$ cat config.mk
export PLATFORM = sky130hd
export DESIGN_NAME = ghdm_ctrl
export DESIGN_NICKNAME = d
export VERILOG_FILES = /design/src/rtl/core/ghdm_pkg.sv /design/src/rtl/core/ghdm_ctrl.sv
export SDC_FILE = /design/constraint.sdc
export NUM_CORES = 1
export LEC_CHECK = 0
export BUFFER_PORTS_ARGS = -buffer_cell sky130_fd_sc_hd__buf_2
export CORE_ASPECT_RATIO = 0.75
export CORE_MARGIN = 2
export CORE_UTILIZATION = 50
export CTS_BUF_LIST = sky130_fd_sc_hd__clkbuf_16
export DETAILED_ROUTE_END_ITERATION = 12
export GPL_ROUTABILITY_DRIVEN = 0
export PLACE_DENSITY = 0.8
export RECOVER_POWER = 25
export SLEW_MARGIN = 40
export SYNTH_ARGS = -nofsm -noshare
export SYNTH_HDL_FRONTEND = slang
export SYNTH_SLANG_ARGS = --single-unit
export TNS_END_PERCENT = 10
$ cat constraint.sdc
create_clock -name clk -period 12.4 [get_ports clk]
set_input_delay 2.48 -clock clk [delete_from_list [all_inputs] [get_ports clk]]
set_output_delay 2.48 -clock clk [all_outputs]
set_load 0.01 [all_outputs]
$ cat src/rtl/core/ghdm_pkg.sv
// Shared types and constants for the grid Hamming descriptor matcher.
// No dependencies; every other file in rtl/core refers to this package.
package ghdm_pkg;

  localparam int GRID_ROWS = 32;
  localparam int GRID_COLS = 64;
  localparam int ROW_W     = 5;
  localparam int COL_W     = 6;
  localparam int CELL_W    = ROW_W + COL_W;
  localparam int WORD_W    = 64;
  localparam int DESC_W    = 4 * WORD_W;
  localparam int CNT_W     = 7;
  localparam int DIST_W    = 9;
  localparam int RAD_W     = 2;
  localparam int RIU_W     = 6;
  localparam int CFG_IDX_W = 2;
  localparam int CFG_DAT_W = 9;

  localparam logic [CFG_IDX_W-1:0] CFG_THRESHOLD = 2'd0;
  localparam logic [CFG_IDX_W-1:0] CFG_RADIUS    = 2'd1;
  localparam logic [CFG_IDX_W-1:0] CFG_ROWS      = 2'd2;

  localparam logic [DIST_W-1:0] THRESHOLD_RST = 9'd64;
  localparam logic [RAD_W-1:0]  RADIUS_RST    = 2'd1;
  localparam logic [RIU_W-1:0]  ROWS_RST      = 6'd32;

  localparam logic FUNC_LOAD  = 1'b0;
  localparam logic FUNC_QUERY = 1'b1;

  typedef struct packed {
    logic [DIST_W-1:0] threshold;
    logic [RAD_W-1:0]  row_radius;
    logic [RIU_W-1:0]  rows_in_use;
  } cfg_t;

  typedef struct packed {
    logic              load_en;
    logic              clear_en;
    logic [CELL_W-1:0] clear_addr;
    logic              query_start;
    logic              rd_en;
    logic [ROW_W-1:0]  rd_row;
    logic [COL_W-1:0]  rd_col;
    logic              result_en;
  } cmd_t;

endpackage

$ cat src/rtl/core/ghdm_ctrl.sv
// Controller of the matcher: clearing sweep, load issue and the row/column scan.
// Depends on ghdm_pkg; drives ghdm_datapath through ghdm_pkg::cmd_t.
module ghdm_ctrl (
  input  logic                       clk,
  input  logic                       rst_n,
  input  logic                       start,
  input  logic                       in_func,
  input  logic [ghdm_pkg::ROW_W-1:0] in_grid_row,
  input  logic [ghdm_pkg::COL_W-1:0] in_grid_col,
  input  logic                       in_entry_valid,
  input  ghdm_pkg::cfg_t             cfg,
  output logic                       busy,
  output ghdm_pkg::cmd_t             cmd
);

  localparam logic [2:0] S_CLEAR   = 3'd0;
  localparam logic [2:0] S_IDLE    = 3'd1;
  localparam logic [2:0] S_SCAN    = 3'd2;
  localparam logic [2:0] S_DRAIN_A = 3'd3;
  localparam logic [2:0] S_DRAIN_B = 3'd4;
  localparam logic [2:0] S_DONE    = 3'd5;

  logic [2:0]                  state_r, state_nxt;
  logic [ghdm_pkg::CELL_W-1:0] clr_cnt_r, clr_cnt_nxt;
  logic [ghdm_pkg::ROW_W-1:0]  row_r, row_nxt;
  logic [ghdm_pkg::ROW_W-1:0]  hi_r, hi_nxt;
  logic [ghdm_pkg::COL_W-1:0]  col_r, col_nxt;
  logic [ghdm_pkg::COL_W-1:0]  col_last_r, col_last_nxt;

  logic                        accept;
  logic [ghdm_pkg::RIU_W-1:0]  used;
  logic [ghdm_pkg::ROW_W-1:0]  lo;
  logic [ghdm_pkg::RIU_W-1:0]  hi_raw;
  logic [ghdm_pkg::RIU_W-1:0]  hi_lim;
  logic [ghdm_pkg::RIU_W-1:0]  hi_clip;
  logic                        empty;

  assign busy   = (state_r != S_IDLE);
  assign accept = start && (state_r == S_IDLE);

  // Row window of the query, limited to rows in use
  always_comb begin
    used = (cfg.rows_in_use > ghdm_pkg::RIU_W'(ghdm_pkg::GRID_ROWS)) ?
           ghdm_pkg::RIU_W'(ghdm_pkg::GRID_ROWS) : cfg.rows_in_use;
    lo = (in_grid_row >= ghdm_pkg::ROW_W'(cfg.row_radius)) ?
         in_grid_row - ghdm_pkg::ROW_W'(cfg.row_radius) : '0;
    hi_raw  = ghdm_pkg::RIU_W'(in_grid_row) + ghdm_pkg::RIU_W'(cfg.row_radius);
    hi_lim  = used - ghdm_pkg::RIU_W'(1);
    hi_clip = (hi_raw > hi_lim) ? hi_lim : hi_raw;
    empty   = !in_entry_valid || (used == '0) || (in_grid_col == '0) ||
              (ghdm_pkg::RIU_W'(lo) > hi_clip);
  end

  always_comb begin
    state_nxt    = state_r;
    clr_cnt_nxt  = clr_cnt_r;
    row_nxt      = row_r;
    hi_nxt       = hi_r;
    col_nxt      = col_r;
    col_last_nxt = col_last_r;
    unique case (state_r)
      S_CLEAR: begin
        clr_cnt_nxt = clr_cnt_r + ghdm_pkg::CELL_W'(1);
        if (clr_cnt_r == '1) state_nxt = S_IDLE;
      end
      S_IDLE: begin
        if (accept && in_func == ghdm_pkg::FUNC_QUERY) begin
          row_nxt      = lo;
          hi_nxt       = hi_clip[ghdm_pkg::ROW_W-1:0];
          col_nxt      = '0;
          col_last_nxt = in_grid_col - ghdm_pkg::COL_W'(1);
          state_nxt    = empty ? S_DONE : S_SCAN;
        end
      end
      S_SCAN: begin
        if (col_r == col_last_r) begin
          col_nxt = '0;
          if (row_r == hi_r) state_nxt = S_DRAIN_A;
          else row_nxt = row_r + ghdm_pkg::ROW_W'(1);
        end else begin
          col_nxt = col_r + ghdm_pkg::COL_W'(1);
        end
      end
      S_DRAIN_A: state_nxt = S_DRAIN_B;
      S_DRAIN_B: state_nxt = S_DONE;
      S_DONE:    state_nxt = S_IDLE;
      default:   state_nxt = S_IDLE;
    endcase
  end

  always_ff @(posedge clk) begin
    if (!rst_n) begin
      state_r   <= S_CLEAR;
      clr_cnt_r <= '0;
    end else begin
      state_r   <= state_nxt;
      clr_cnt_r <= clr_cnt_nxt;
    end
  end

  always_ff @(posedge clk) begin
    row_r      <= row_nxt;
    hi_r       <= hi_nxt;
    col_r      <= col_nxt;
    col_last_r <= col_last_nxt;
  end

  always_comb begin
    cmd.load_en     = accept && (in_func == ghdm_pkg::FUNC_LOAD);
    cmd.clear_en    = (state_r == S_CLEAR);
    cmd.clear_addr  = clr_cnt_r;
    cmd.query_start = accept && (in_func == ghdm_pkg::FUNC_QUERY);
    cmd.rd_en       = (state_r == S_SCAN);
    cmd.rd_row      = row_r;
    cmd.rd_col      = col_r;
    cmd.result_en   = (state_r == S_DONE);
  end

endmodule

### After elaboration in Yosys (flattened, before gate mapping)

Index checks and enable logic that the tools add are counted.
Widths: inputs -> output; s select.

* flip-flop bits (word level): 36
* bits of input ports: 33
* output and inout port bits: 28
* logic and storage cells: 63

* add/sub/neg operators: 7
* order comparisons: 4
* equal/unequal tests: 14
* muxes and demuxes: 16
* bitwise operators: 1
* reductions and logical operators: 15

Operators by type and width (count)
* $mux 6: 4
* $mux 5: 4
* $mux 3: 5
* $pmux 3 s5: 1
* $logic_not 6->1: 2
* $pmux 6 s2: 1
* $sub 6x1->6 const B: 2
* $add 11x1->11 const B: 1
* $eq 11x11->1 const B: 1
* $pmux 5 s2: 1
* $reduce_and 4->1: 2
* $add 5x2->6: 1
* $add 6x1->6 const B: 1
* $eq 3x2->1 const B: 2
* $eq 3x3->1 const B: 2
* $eq 6x6->1: 1
* $gt 5x6->1: 1
* $gt 6x6->1: 1
* $gt 6x6->1 const B: 1
* $ne 2x1->1 const B: 3
* $add 5x1->5 const B: 1
* $eq 5x5->1: 1
* $ge 5x2->1: 1
* $sub 5x2->5: 1
* 10 further kinds: 16

### Depth between registers and ports, before layout

* depth in word-level cells: 10
* gate-level depth with buffers: 22
* mapped depth without buffers: 21

### Least setup slack after synthesis

Ideal clock, no wire load.

* kind: input to register
* from: in cfg[7] in the netlist's numbering
* to: reg state_r[0]
* setup time: 0.122 ns
* arrival time: 5.917 ns
* data required time: 12.278 ns
* setup slack: 6.361 ns
* cell stages on the path: 21
* buffers on the path: 1
* path through: inv_1 -> ha_1 -> inv_1 -> a21oi_1 -> nand2b_1 -> xor2_1 -> inv_1 -> ha_1 -> and3_1 -> nand3_1 -> o32ai_1 -> buf_2 -> nand2_1 -> o21ai_1 -> ha_1 -> a21oi_1 -> o21ai_1 -> a221oi_1 -> a41o_2 -> nor4_4 -> o311a_1

* cells in the longest elaborated chain, start to end: 8
* elaborated cells between the ends (all ways): 11
* those cells by class: add/sub (2); order compare (3); mux (5); reduce/logical (1)

RTL lines
* start: declaration: RTL line ghdm_ctrl.sv:11 `input ghdm_pkg::cfg_t cfg,`
* $add 5x2->6: RTL line ghdm_ctrl.sv:47 `hi_raw = ghdm_pkg::RIU_W'(in_grid_row) + ghdm_pkg::RIU_W'(cfg.row_radius);`
* $gt 6x6->1: RTL line ghdm_ctrl.sv:49 `hi_clip = (hi_raw > hi_lim) ? hi_lim : hi_raw;`
* $mux 6: RTL line ghdm_ctrl.sv:49
* $gt 5x6->1 *: RTL line ghdm_ctrl.sv:51 `(ghdm_pkg::RIU_W'(lo) > hi_clip);`
* $logic_or 1x1->1 *: RTL line ghdm_ctrl.sv:50 `empty = !in_entry_valid || (used == '0) || (in_grid_col == '0) ||`
* $mux 3 *: RTL line ghdm_ctrl.sv:72 `state_nxt = empty ? S_DONE : S_SCAN;`
* $mux 3 *: RTL line ghdm_ctrl.sv:67 `if (accept && in_func == ghdm_pkg::FUNC_QUERY) begin`
* $pmux 3 s5 *: RTL line ghdm_ctrl.sv:61 `unique case (state_r)`
* end signal: assignment: RTL line ghdm_ctrl.sv:96 `state_r <= state_nxt;`
* end: declaration: RTL line ghdm_ctrl.sv:23 `logic [2:0] state_r, state_nxt;`

Mark *: on every way between the ends. The rest lies on a longest branch, timed or not. The select of a mux whose other input is x is not followed.
A chain may end at the register's enable or synchronous reset.

### Worst setup path in the final report

* from: in cfg[7] in the netlist's numbering
* to: reg state_r[2]

* cells in the longest elaborated chain, start to end: 8
* elaborated cells between the ends (all ways): 11
* those cells by class: add/sub (2); order compare (3); mux (5); reduce/logical (1)

RTL lines
* $add 5x2->6 *: RTL line ghdm_ctrl.sv:47
* $gt 6x6->1: RTL line ghdm_ctrl.sv:49
* $mux 6 *: RTL line ghdm_ctrl.sv:49
* net hi_clip, one bit: RTL line ghdm_ctrl.sv:35 `logic [ghdm_pkg::RIU_W-1:0] hi_clip;`
* $gt 5x6->1 *: RTL line ghdm_ctrl.sv:51
* $logic_or 1x1->1 *: RTL line ghdm_ctrl.sv:50
* $mux 3 *: RTL line ghdm_ctrl.sv:72
* $mux 3 *: RTL line ghdm_ctrl.sv:67
* $pmux 3 s5 *: RTL line ghdm_ctrl.sv:61

Mark *: on every way through the listed nets, which the timed path passes. The rest lies on a longest branch. The select of a mux whose other input is x is not followed.

==> metrics.txt <==
CTS Root Cell clkbuf_16; layout cell share with drive strength beyond 1 21.8%; CTS tree yes; WHS 525 ps; mean number of vias per cell 5.30; GR Overflow Total 0; std cell rows 22; synthesized area 2560 sq um; hpwl dp 3.96 mm; Post-Syn Area per Cell 9.73 sq um; asr flop ratio synth 0%; setup tns final 0 ps; Slew HR -1.61%; starting density of the core 52.2%; Post-synth EDFFs 22; drt initial violations 74; Nets 371; final instance area 2980 sq um; RSZ-0062 raised after global routing no; DRC 0; Yosys cell types 54; post-DR wirelength/cell 13.3 um; fin. max-slew vios 14; Fmax 155 MHz; most common cell after layout, fill and taps aside buf_2; Die Ht 66.0 um; Reg clk slew, reported paths 50 ps; maximum VDD drop 0.0686 mV; slowest library cell on the worst path o32ai_1; Worst EP required 12620 ps; first-pass GRT wire length 8.12 mm; Syn Nets 318; crit path launch type input pin; I/O pin count 61; placed cell areas 2870 sq um; CP cell instances buf_2 -> inv_1 -> ha_1 -> inv_1 -> a21oi_1 -> nand2b_1 -> xor2_1 -> inv_1 -> ha_1 -> and3_1 -> nand3_1 -> o32ai_1 -> buf_4 -> o21a_1 -> inv_1 -> ha_1 -> nand2_1 -> o21ai_1 -> a221oi_1 -> a41o_2 -> o31ai_1 -> a41o_1; worst slew pin tran 1520 ps; most frequent cells in the layout 48 x buf_2, 24 x nor2_1, 22 x nand2_1, 22 x edfxtp_1, 21 x inv_1; number of max-cap violations 1; drt pass-1 iters 5; Post-Synthesis Cells 263; vias in the first global route 1806; failing checks capacitance limit, slew limit; CTS max path bufs 2; sequential element share of the synthesized area 36.8%; Crit path arrival time 6680 ps; CP dominant cell by count inv_1; Skew-Pair Late Insertion Delay 280 ps; Critical Path Fanout Max 10; WS Path Type input pin to flip-flop; cell family with most CP delay compound AO/OA/AOI/OAI gates; Final Critical Period 6460 ps; Core Box Area 4900 sq um; post_cts resized 0; die area 5710 sq um; Final Hold Vio Count 0; initial antenna violation count 0; status finished, violations left; final antenna-violating net count 0; fin crit share 52.1%; Top FF cell, synth edfxtp_1; antenna cells 0; # H-tree levels 2; Clock Skews 8.72 ps; CP endpoint kind flip-flop; Area growth syn-to-layout 16.6%; Num CTS Buffers 5; Sink Count 36; Post-CTS Setup Inserts 0; Port Buffers 51; Die X 86.6 um; CP bufs+invs 6; overall routing resource usage 18.2%; leakage 1.30 nW; DR vias 1999; Hold WC Path Type flip-flop to flip-flop; Post-CTS Hold Buffers 0; Finish-stage setup viols 0; synth warn 0; R2R setup slack 9200 ps; flop and latch count out of synthesis 36; pwr dens 127 nW/um^2; CP peak stage delay 520 ps; largest net degree at the start of global routing 18; Routed WL 5.01 mm
==> logic make-up (layout without fill, tap and decap cells) <==
logic type / count (synthesis) / in the layout / synth area share, %
fa+ha+maj: 22 / 22 / 11.3
mux: 3 / 3 / 1.22
xor+xnor: 36 / 36 / 13.6
flops: 36 / 36 / 36.8
buf+inv: 26 / 80 / 4.16
compound gates: 40 / 40 / 11.6
simple gates: 100 / 100 / 21.2
==> routing by layer <==
layer	track usage, %	up-vias	share of wire, %
met1	24.4	930	48
met5	0	-	0
met2	29.5	41	47
met4	4.10	0	0.48
li1	-	1025	-
met3	4.62	3	4.3
==> where the power goes <==
group	internal, mW	total (mW)	switching [mW]	leakage, nW
Sequential	0.140	0.151	0.0111	0.316
Combinational	0.0500	0.110	0.0603	0.912
Clock	0.0729	0.118	0.0456	0.0687
Total	0.263	0.380	0.117	1.30
==> layout make-up <==
type | instances | area [sq um]
inverters | 20 | 75.1
multi-input cells | 201 | 1490
flip-flops and latches | 36 | 941
fillers | 434 | 1920
clock buffers | 5 | 125
clock inverters | 3 | 15.0
repair buffers | 52 | 259
well taps | 60 | 75.1
==> state kept, by name, indices dropped and copies added, names as in the netlist <==
signal and count:
clr_cnt_r 11, col_last_r 6, col_r 6, hi_r 5, row_r 5, state_r 3
==> cell usage after synthesis, drive strengths merged, types with 3 or more instances <==
cell	instances	share of area [%]
nor2	24	3.5
edfxtp	22	26
nand2	22	3.2
ha	20	9.8
inv	20	2.9
xnor2	19	7.1
xor2	17	6.6
dfxtp	14	11
nand3	12	2.3
o21ai	9	1.8
a21oi	8	1.6
and2	8	2.0
nor3	8	2.4
nand4	5	1.5
a21boi	4	1.2
clkbuf	4	0.59
nand2b	4	0.98
or3	4	0.98
a21o	3	0.88
a41o	3	1.2
and3	3	0.73
nor2b	3	0.83
o31ai	3	1.4
==> final timing paths <==
kind / endpoint / cells after the start / from
max: state_r[2] / 22 / cfg[7]
min: clr_cnt_r[9] / 2 / clr_cnt_r[9]
max reg2reg: row_r[4] / 3 / state_r[1]
min reg2reg: clr_cnt_r[9] / 2 / clr_cnt_r[9]
==> worst register-to-register path, delay by kind of cell, from the launching register on <==
family          cells  cell delay [ps]
flops               1              560
simple gates        1             1250
compound gates      2             1020
==> per-stage QoR <==
| step | total power, mW | setup WS [ps] | util, % | instances |
|---|---|---|---|---|
| floorplan | 0.233 | 6360 | - | 263 |
| global placement | 0.261 | 5740 | 58.5 | 369 |
| detailed placement | 0.265 | 5690 | 58.6 | 369 |
| CTS | 0.384 | 5950 | 61.5 | 377 |
| global route | 0.404 | 5590 | 60.9 | 377 |
| finish | 0.380 | 5940 | 60.9 | 377 |
(Power assumes the default switching activity.)
