### config.mk
export PLATFORM = sky130hd
export DESIGN_NAME = ghdm_cfg
export DESIGN_NICKNAME = d
export VERILOG_FILES = /design/src/rtl/core/ghdm_pkg.sv /design/src/rtl/core/ghdm_cfg.sv
export SDC_FILE = /design/constraint.sdc
export NUM_CORES = 1
export LEC_CHECK = 0
export BUFFER_PORTS_ARGS = -buffer_cell sky130_fd_sc_hd__clkbuf_2
export CORE_MARGIN = 2
export CORE_UTILIZATION = 40
export CTS_CLUSTER_DIAMETER = 30
export CTS_CLUSTER_SIZE = 20
export DETAILED_ROUTE_END_ITERATION = 8
export MAX_ROUTING_LAYER = met4
export PLACE_DENSITY = 0.72
export SYNTH_ARGS = -nofsm -noshare
export SYNTH_HDL_FRONTEND = slang
export SYNTH_SLANG_ARGS = --single-unit
### constraint.sdc
create_clock -name clk -period 0.8 [get_ports clk]
set_input_delay 0 -clock clk [delete_from_list [all_inputs] [get_ports clk]]
set_output_delay 0 -clock clk [all_outputs]
set_load 0.03 [all_outputs]
### src/rtl/core/ghdm_pkg.sv
// Shared types and constants for the grid Hamming descriptor matcher.
// No dependencies; every other file in rtl/core refers to this package.
package ghdm_pkg;

  localparam int GRID_ROWS = 32;
  localparam int GRID_COLS = 64;
  localparam int ROW_W     = 5;
  localparam int COL_W     = 6;
  localparam int CELL_W    = ROW_W + COL_W;
  localparam int WORD_W    = 64;
  localparam int DESC_W    = 4 * WORD_W;
  localparam int CNT_W     = 7;
  localparam int DIST_W    = 9;
  localparam int RAD_W     = 2;
  localparam int RIU_W     = 6;
  localparam int CFG_IDX_W = 2;
  localparam int CFG_DAT_W = 9;

  localparam logic [CFG_IDX_W-1:0] CFG_THRESHOLD = 2'd0;
  localparam logic [CFG_IDX_W-1:0] CFG_RADIUS    = 2'd1;
  localparam logic [CFG_IDX_W-1:0] CFG_ROWS      = 2'd2;

  localparam logic [DIST_W-1:0] THRESHOLD_RST = 9'd64;
  localparam logic [RAD_W-1:0]  RADIUS_RST    = 2'd1;
  localparam logic [RIU_W-1:0]  ROWS_RST      = 6'd32;

  localparam logic FUNC_LOAD  = 1'b0;
  localparam logic FUNC_QUERY = 1'b1;

  typedef struct packed {
    logic [DIST_W-1:0] threshold;
    logic [RAD_W-1:0]  row_radius;
    logic [RIU_W-1:0]  rows_in_use;
  } cfg_t;

  typedef struct packed {
    logic              load_en;
    logic              clear_en;
    logic [CELL_W-1:0] clear_addr;
    logic              query_start;
    logic              rd_en;
    logic [ROW_W-1:0]  rd_row;
    logic [COL_W-1:0]  rd_col;
    logic              result_en;
  } cmd_t;

endpackage

### src/rtl/core/ghdm_cfg.sv
// Configuration registers of the matcher: threshold, row radius, rows in use.
// Depends on ghdm_pkg.
module ghdm_cfg (
  input  logic                           clk,
  input  logic                           rst_n,
  input  logic                           cfg_we,
  input  logic [ghdm_pkg::CFG_IDX_W-1:0] cfg_index,
  input  logic [ghdm_pkg::CFG_DAT_W-1:0] cfg_data,
  output ghdm_pkg::cfg_t                 cfg
);

  logic [ghdm_pkg::DIST_W-1:0] threshold_r;
  logic [ghdm_pkg::RAD_W-1:0]  radius_r;
  logic [ghdm_pkg::RIU_W-1:0]  rows_r;

  always_ff @(posedge clk) begin
    if (!rst_n) begin
      threshold_r <= ghdm_pkg::THRESHOLD_RST;
      radius_r    <= ghdm_pkg::RADIUS_RST;
      rows_r      <= ghdm_pkg::ROWS_RST;
    end else if (cfg_we) begin
      unique case (cfg_index)
        ghdm_pkg::CFG_THRESHOLD: threshold_r <= cfg_data[ghdm_pkg::DIST_W-1:0];
        ghdm_pkg::CFG_RADIUS:    radius_r    <= cfg_data[ghdm_pkg::RAD_W-1:0];
        ghdm_pkg::CFG_ROWS:      rows_r      <= cfg_data[ghdm_pkg::RIU_W-1:0];
        default: ;
      endcase
    end
  end

  assign cfg.threshold   = threshold_r;
  assign cfg.row_radius  = radius_r;
  assign cfg.rows_in_use = rows_r;

endmodule

=== Word level (Yosys, flattened, before mapping) ===
Cells that the tools add are included.

* Reduce and logical (&&, ||, !) cells: 4
* Eq/ne operators: 2

{| class="wikitable"
|+ Operators with widths
! cell !! count
|-
| $reduce_and 2->1 || 3
|-
| $eq 2x1->1 const B || 1
|-
| $eq 2x2->1 const B || 1
|-
| $logic_not 2->1 || 1
|}

* Register bits: 17

=== Longest topological paths before layout ===
Gate-level depths: netlist (run 1).

* Depth after elaboration: 2
* Gate-level depth with buffers: 4
* Gate-level depth less buffers: 2

=== Least setup slack after synthesis (run 1) ===
OpenSTA, ideal clock, no wires.

* Path kind: flip-flop to flip-flop
* From: register, netlist name rows_r[5]
* To: register rows_r[5] in the netlist's numbering
* Data required time: 680 ps
* Arrival: 661 ps
* Period minus slack after synthesis: 781 ps
* Stages on the path, launching flop included: 2
* Setup slack: 19 ps
* Path buffers: 0
* Path through: dfxtp_1 -> a211o_1

{| class="wikitable"
|+ RTL lines
! element !! line !! source
|-
| to (signal assigned) || ghdm_cfg.sv:20 || <nowiki>rows_r <= ghdm_pkg::ROWS_RST;</nowiki>
|-
| to (signal assigned) || ghdm_cfg.sv:25 || <nowiki>ghdm_pkg::CFG_ROWS: rows_r <= cfg_data[ghdm_pkg::RIU_W-1:0];</nowiki>
|-
| to (decl) || ghdm_cfg.sv:14 || <nowiki>logic [ghdm_pkg::RIU_W-1:0] rows_r;</nowiki>
|}

=== Worst setup path in the final report (run 1) ===
* From: register threshold_r[4] in the netlist's numbering
* To: output cfg[12] in the netlist's numbering

{| class="wikitable"
|+ RTL lines
! element !! line !! source
|-
| from (decl) || ghdm_cfg.sv:12 || <nowiki>logic [ghdm_pkg::DIST_W-1:0] threshold_r;</nowiki>
|-
| from (signal assigned) || ghdm_cfg.sv:18 || <nowiki>threshold_r <= ghdm_pkg::THRESHOLD_RST;</nowiki>
|-
| from (signal assigned) || ghdm_cfg.sv:23 || <nowiki>ghdm_pkg::CFG_THRESHOLD: threshold_r <= cfg_data[ghdm_pkg::DIST_W-1:0];</nowiki>
|-
| to (decl) || ghdm_cfg.sv:9 || <nowiki>output ghdm_pkg::cfg_t cfg</nowiki>
|}

No word-level cell between the ends.

==> results of run 1 <==
==> registers in the layout (all words and copies together) (netlist names) <==
signal	flops
radius_r	2
rows_r	6
threshold_r	9
==> cell usage after synthesis <==
cell	number	area, sq um
nand4bb_1	1	11.3
inv_1	3	11.3
a211o_1	1	8.76
mux2i_1	14	140
nor3b_2	1	12.5
and3b_2	1	10.0
o211ai_1	2	15.0
nand2_1	22	82.6
dfxtp_1	17	340
and4b_2	1	11.3
nand3b_4	1	20.0
buf_6	1	11.3
buf_2	3	15.0
nand4b_1	1	8.76
==> cells by family after synthesis <==
group | Yosys count
muxes | 14
buffers and inverters | 7
and+or+nand+nor | 28
DFF | 17
AOI/OAI and AO/OA | 3
==> layout make-up <==
type	count	area (sq um)	share of cell area
Tap cell	17	21.3	0.0173
Clock buffer	3	22.5	0.0183
Clock inverter	1	5.00	0.00407
Sequential cell	17	362	0.294
Timing Repair Buffer	48	488	0.397
Inverter	3	11.3	0.00916
Multi-Input combinational cell	45	320	0.260
==> metrics by stage <==
stage                      util  total power, mW  area, sq um
final                     0.728             1.73         1230
after global routing      0.728             1.82         1230
after CTS                 0.707             1.72         1190
after detailed placement  0.542             1.18          916
after global placement    0.542             1.18          916
after floorplan               -             1.07          698
==> timing repair <==
item / 4_1_cts / 5_1_grt
endpoints found under the setup margin: 17 / 17
endpoints found under the hold margin: 12 / 0
gates resized for setup: 51 / 17
cloned: 0 / 0
hold buffers: 8 / 0
buffers inserted: 0 / 2
==> how the worst max path moves through the flow <==
stage | startpoint | endpoint
floorplan | rows_r[5]$_SDFFE_PN1P_ | rows_r[5]$_SDFFE_PN1P_
global placement | cfg_we | threshold_r[2]$_SDFFE_PN0P_
detailed placement | cfg_we | threshold_r[5]$_SDFFE_PN0P_
CTS | threshold_r[4]$_SDFFE_PN0P_ | cfg[12]
global route | threshold_r[3]$_SDFFE_PN0P_ | cfg[11]
finish | threshold_r[4]$_SDFFE_PN0P_ | cfg[12]
==> power groups by stage <==
stage / clock network, mW / registers [mW] / logic [mW]
after floorplan: 0 / 0.977 / 0.0934
after global placement: 0 / 0.913 / 0.266
after detailed placement: 0 / 0.915 / 0.270
after CTS: 0.461 / 0.906 / 0.349
after global routing: 0.510 / 0.918 / 0.395
final: 0.442 / 0.914 / 0.370
==> layer usage <==
metal / vias up / share of wire
li1: 329 / -
met1: 286 / 0.44
met2: 24 / 0.50
met3: 2 / 0.052
met4: 0 / 0.0072
met5: - / 0
==> run metrics, run 1 <==
WHS=0.0309 ns; CP max stage cell=dfxtp_2; worst hold endpoint=threshold_r[6]$_SDFFE_PN1P_; max incr delay on CP=0.37 ns; Final WS setup=0.0183 ns; core area=1690 sq um; Die ar.=2100 sq um; Crit Path Class=flip-flop to output pin; critical-path cell list=buf_8; Post-layout nets=132; Layout area overhead=76.2%; IO Pins=31; period utilisation layout=0.977; worst clock skew=0 ns; die height=45.8 microns; Root Buffer=clkbuf_4; total gr overflow=0; clk buf depth=2; H-tree levels=1; CP delay by family, top=flip-flops; Clock transition at path regs=0.10 ns; Psw=0.452 mW; GPL Wtd Cong=0.771; Int Power=1.27 mW; clock sink count=17; worst r2r src=threshold_r[6]$_SDFFE_PN1P_; number of synthesized register bits=17; R2R depth=3; min Tclk post-route=0.782 ns; largest net degree at the start of global routing=14; Fillers=133; worst r2r dst=threshold_r[6]$_SDFFE_PN1P_; Logic pwr share=0.215; met3 GRT Util=0.0516; Netlist cell types=14; wire length per cell=12.4 microns; row count=15; most frequent cells in the layout=nand2_1, buf_8, dfxtp_2; final non-filler cell total=134; Num CTS Buffers=3; met2 Use GR=0.265; sequential element share of the synthesized area=0.487; Synth Net Count=83; Critical Path RT=0.80 ns; layer with the highest usage=met2; leading cell type in the layout, fill and taps excluded=nand2_1; diodes inserted=0; largest family of logic cells by synthesized area=simple AND/OR/NAND/NOR gates; final setup TNS=0 ns; fmax=1.28 GHz; GR Util met1=0.218; min-delay worst type=input port to flip-flop; DR iter-0 viols=8; latest clock arrival within the worst-skew pair=0.27 ns; CP Buf/Inv Count=1; run status=finished clean; final setup fails=0; Synth Instances=69; Synthesis Warnings=0; vias in the first global route=565; multiplexer share of the synthesized area=0.201; clock power share=0.256; via count=641; worst-margin pin slew=0.292 ns; flop2flop setup slack=0.08 ns; HP Start=cfg_data[6]; final hold violation count=0; post-synthesis cell area=698 sq um; Synth Area in Simple Gates=0.224; RSZ-0062 raised after global routing=yes; Lkg Pwr=0.587 nW; CTS tree=built; Die Wd=45.8 microns; DRT Pass-1 Iters=5; WHS Path Cells=3; IO Port Bufs=30; sw frac=0.262; Flop pwr share=0.530; Rel. slew slack=0.805; Adder-Cell Fraction of Synth Area=0; Global Route Usage Sum=0.177; ANT nets after route=0; Compound-Gate Fraction of Synth Area=0.0341; startpoint types=flip-flop; Via density=4.78; max-cap violations=0; crit-path max FO=2; mean area per synthesized cell=10.1 sq um; layout cells sized above 1=0.556; CP arrival=0.78 ns; DP Cell Count=120; initial antenna violation count=0; Total Routed Length=1.67 mm; Max IR drop VDD=1.01 mV; Slew Viols, Final=0; dpl ws=-0.00231 ns; Crit. End Element=output pin; DP HPWL=1.10 mm; first-pass GRT wire length=2.49 mm; CP Depth=1; Power Dens Cells=1400 nW/um^2; Initial Util=0.413; DR DRC count=0; xor/xnor cell area share of the yosys netlist=0
Note: power is estimated with default switching activity, not from simulation.
==> inputs of run 2 (changes only) <==
SETUP_SLACK_MARGIN = 0.15   (was not set)
==> run metrics, run 2 (synthesized netlist as in run 1, its figures left out) <==
CP max stage cell=dfxtp_2 (unchanged); clk buf depth=2 (unchanged); diodes inserted=0 (unchanged); first-pass GRT wire length=2.59 mm (was 2.49 mm); Largest regs=threshold_r x9, rows_r x6, radius_r x2 (unchanged); DRT Pass-1 Iters=4 (was 5); final hold violation count=0 (unchanged); Crit Path Class=flip-flop to output pin (unchanged); Lkg Pwr=0.575 nW (was 0.587 nW); Placement Cell Area=900 sq um (was 916 sq um); Power Dens Cells=1410 nW/um^2 (was 1400 nW/um^2); worst r2r src=rows_r[2]$_SDFFE_PN0P_ (was threshold_r[6]$_SDFFE_PN1P_); RSZ-0062 raised after global routing=yes (unchanged); Critical Path RT=0.80 ns (about the same); Flop pwr share=0.531 (was 0.530); WHS Path Cells=3 (unchanged); wire length per cell=13.3 microns (was 12.4 microns); die height=45.8 microns (unchanged); Int Power=1.26 mW (was 1.27 mW); fmax=1.29 GHz (was 1.28 GHz); period utilisation layout=0.965 (was 0.977); Die Wd=45.8 microns (unchanged); worst-margin pin slew=0.372 ns (was 0.292 ns); Initial Util=0.413 (unchanged); clock sink count=17 (unchanged); GPL Wtd Cong=0.807 (was 0.771); via count=653 (was 641); final setup TNS=0 ns (unchanged); ANT nets after route=0 (unchanged); H-tree levels=1 (unchanged); Total Routed Length=1.76 mm (was 1.67 mm); layout cells sized above 1=0.591 (was 0.556); run status=finished clean (unchanged); Num CTS Buffers=3 (unchanged); Layout area overhead=74.4% (was 76.2%); DP HPWL=1.02 mm (was 1.10 mm); IO Pins=31 (unchanged); core area=1690 sq um (unchanged); min-delay worst type=input port to flip-flop (unchanged); Logic pwr share=0.211 (was 0.215); flop2flop setup slack=0.07 ns (was 0.08 ns); startpoint types=flip-flop (unchanged); row count=15 (unchanged); R2R depth=3 (unchanged); CP Buf/Inv Count=1 (unchanged); DR iter-0 viols=5 (was 8); crit-path max FO=2 (unchanged); vias in the first global route=617 (was 565); latest clock arrival within the worst-skew pair=0.28 ns (was 0.27 ns); Via density=4.95 (was 4.78); Fillers=128 (was 133); Global Route Usage Sum=0.180 (was 0.177); Clock transition at path regs=0.10 ns (about the same); WHS=0.00273 ns (was 0.0309 ns); HP Start=cfg_data[0] (was cfg_data[6]); crit path from=rows_r[2]$_SDFFE_PN0P_ (was threshold_r[4]$_SDFFE_PN0P_); Psw=0.455 mW (was 0.452 mW); Crit. End Element=output pin (unchanged); max-cap violations=0 (unchanged); min Tclk post-route=0.772 ns (was 0.782 ns); initial antenna violation count=0 (unchanged); worst r2r dst=rows_r[2]$_SDFFE_PN0P_ (was threshold_r[6]$_SDFFE_PN1P_); final setup fails=0 (unchanged); CP Depth=1 (unchanged); critical-path cell list=buf_8 (unchanged); largest net degree at the start of global routing=20 (was 14); Slew Viols, Final=0 (unchanged); leading cell type in the layout, fill and taps excluded=nand2_1 (unchanged); Root Buffer=clkbuf_4 (unchanged); worst hold endpoint=rows_r[0]$_SDFFE_PN0P_ (was threshold_r[6]$_SDFFE_PN1P_); total gr overflow=0 (unchanged); sw frac=0.265 (was 0.262); CTS tree=built (unchanged); area of the multi-input gates=325 sq um (was 320 sq um); worst clock skew=0 ns (unchanged); number of flip-flops in the largest register=9 (unchanged); Storage cell area=367 sq um (was 362 sq um); CP arrival=0.77 ns (was 0.78 ns); clock power share=0.258 (was 0.256); Die ar.=2100 sq um (unchanged); Largest Register=threshold_r (unchanged); final core utilization=0.721 (was 0.728); most frequent cells in the layout=nand2_1, buf_8, dfxtp_2 (unchanged); Max IR drop VDD=0.958 mV (was 1.01 mV); Rel. slew slack=0.752 (was 0.805); total power=1.71 mW (was 1.73 mW); Post-layout nets=130 (was 132); max incr delay on CP=0.37 ns (about the same); CP delay by family, top=flip-flops (unchanged); DR DRC count=0 (unchanged); design area=1220 sq um (was 1230 sq um); IO Port Bufs=30 (unchanged)
==> run 2: changes by cell type in the layout (fill, tap and decap cells not counted) <==
| cell | change |
|---|---|
| buf_12 | -1 |
| buf_4 | -2 |
| buf_6 | +2 |
| dfxtp_2 | -2 |
| dfxtp_4 | +2 |
| dlygate4sd3_1 | -1 |
| inv_1 | -2 |
| inv_2 | +2 |
| nand2_1 | -2 |
| nand2_2 | +2 |
==> run 2: worst max-delay path by stage <==
stage                                        endpoint  slack (ns)
after floorplan                rows_r[5]$_SDFFE_PN1P_        0.07
after global placement    threshold_r[7]$_SDFFE_PN0P_      0.0001
after detailed placement  threshold_r[7]$_SDFFE_PN0P_       -0.02
after CTS                                     cfg[11]       0.008
after global routing                           cfg[2]       -0.02
final                                          cfg[2]        0.03
==> run 2: what timing repair did <==
item                       in CTS  in global routing
hold endpoints to repair       11                  4
setup endpoints to repair      18                 24
hold buffers                    7                  1
pin swaps                       0                  3
resized for setup              34                 23
buffers inserted                1                  4
==> run 2: final cells by class <==
type | instances | area share
Multi-Input combinational cell | 45 | 0.267
Inverter | 3 | 0.00925
Tap cell | 17 | 0.0175
Sequential cell | 17 | 0.301
Clock buffer | 3 | 0.0185
Timing Repair Buffer | 46 | 0.382
Clock inverter | 1 | 0.00411
==> run 2: per-layer routing <==
| metal | up-vias | global-route usage | wire [microns] |
|---|---|---|---|
| met5 | - | - | 0 |
| met4 | 0 | 0.0857 | 21 |
| met3 | 4 | 0.0357 | 82 |
| met2 | 24 | 0.279 | 939 |
| met1 | 302 | 0.222 | 714 |
| li1 | 323 | - | - |
==> run 2: power groups by stage <==
stage,Combinational [mW],Clock [mW],Sequential [mW]
2_1_floorplan,0.0934,0,0.980
3_3_place_gp,0.245,0,0.915
3_5_place_dp,0.250,0,0.916
4_1_cts,0.329,0.464,0.900
5_1_grt,0.385,0.516,0.915
6_report,0.361,0.442,0.911
==> run 2: per-stage QoR <==
stage / worst slack [ns] / std cells
finish: 0.0277 / 132
detailed placement: -0.0248 / 116
CTS: 0.00828 / 128
global placement: 0.000127 / 116
floorplan: 0.0742 / 69
global route: -0.0204 / 132
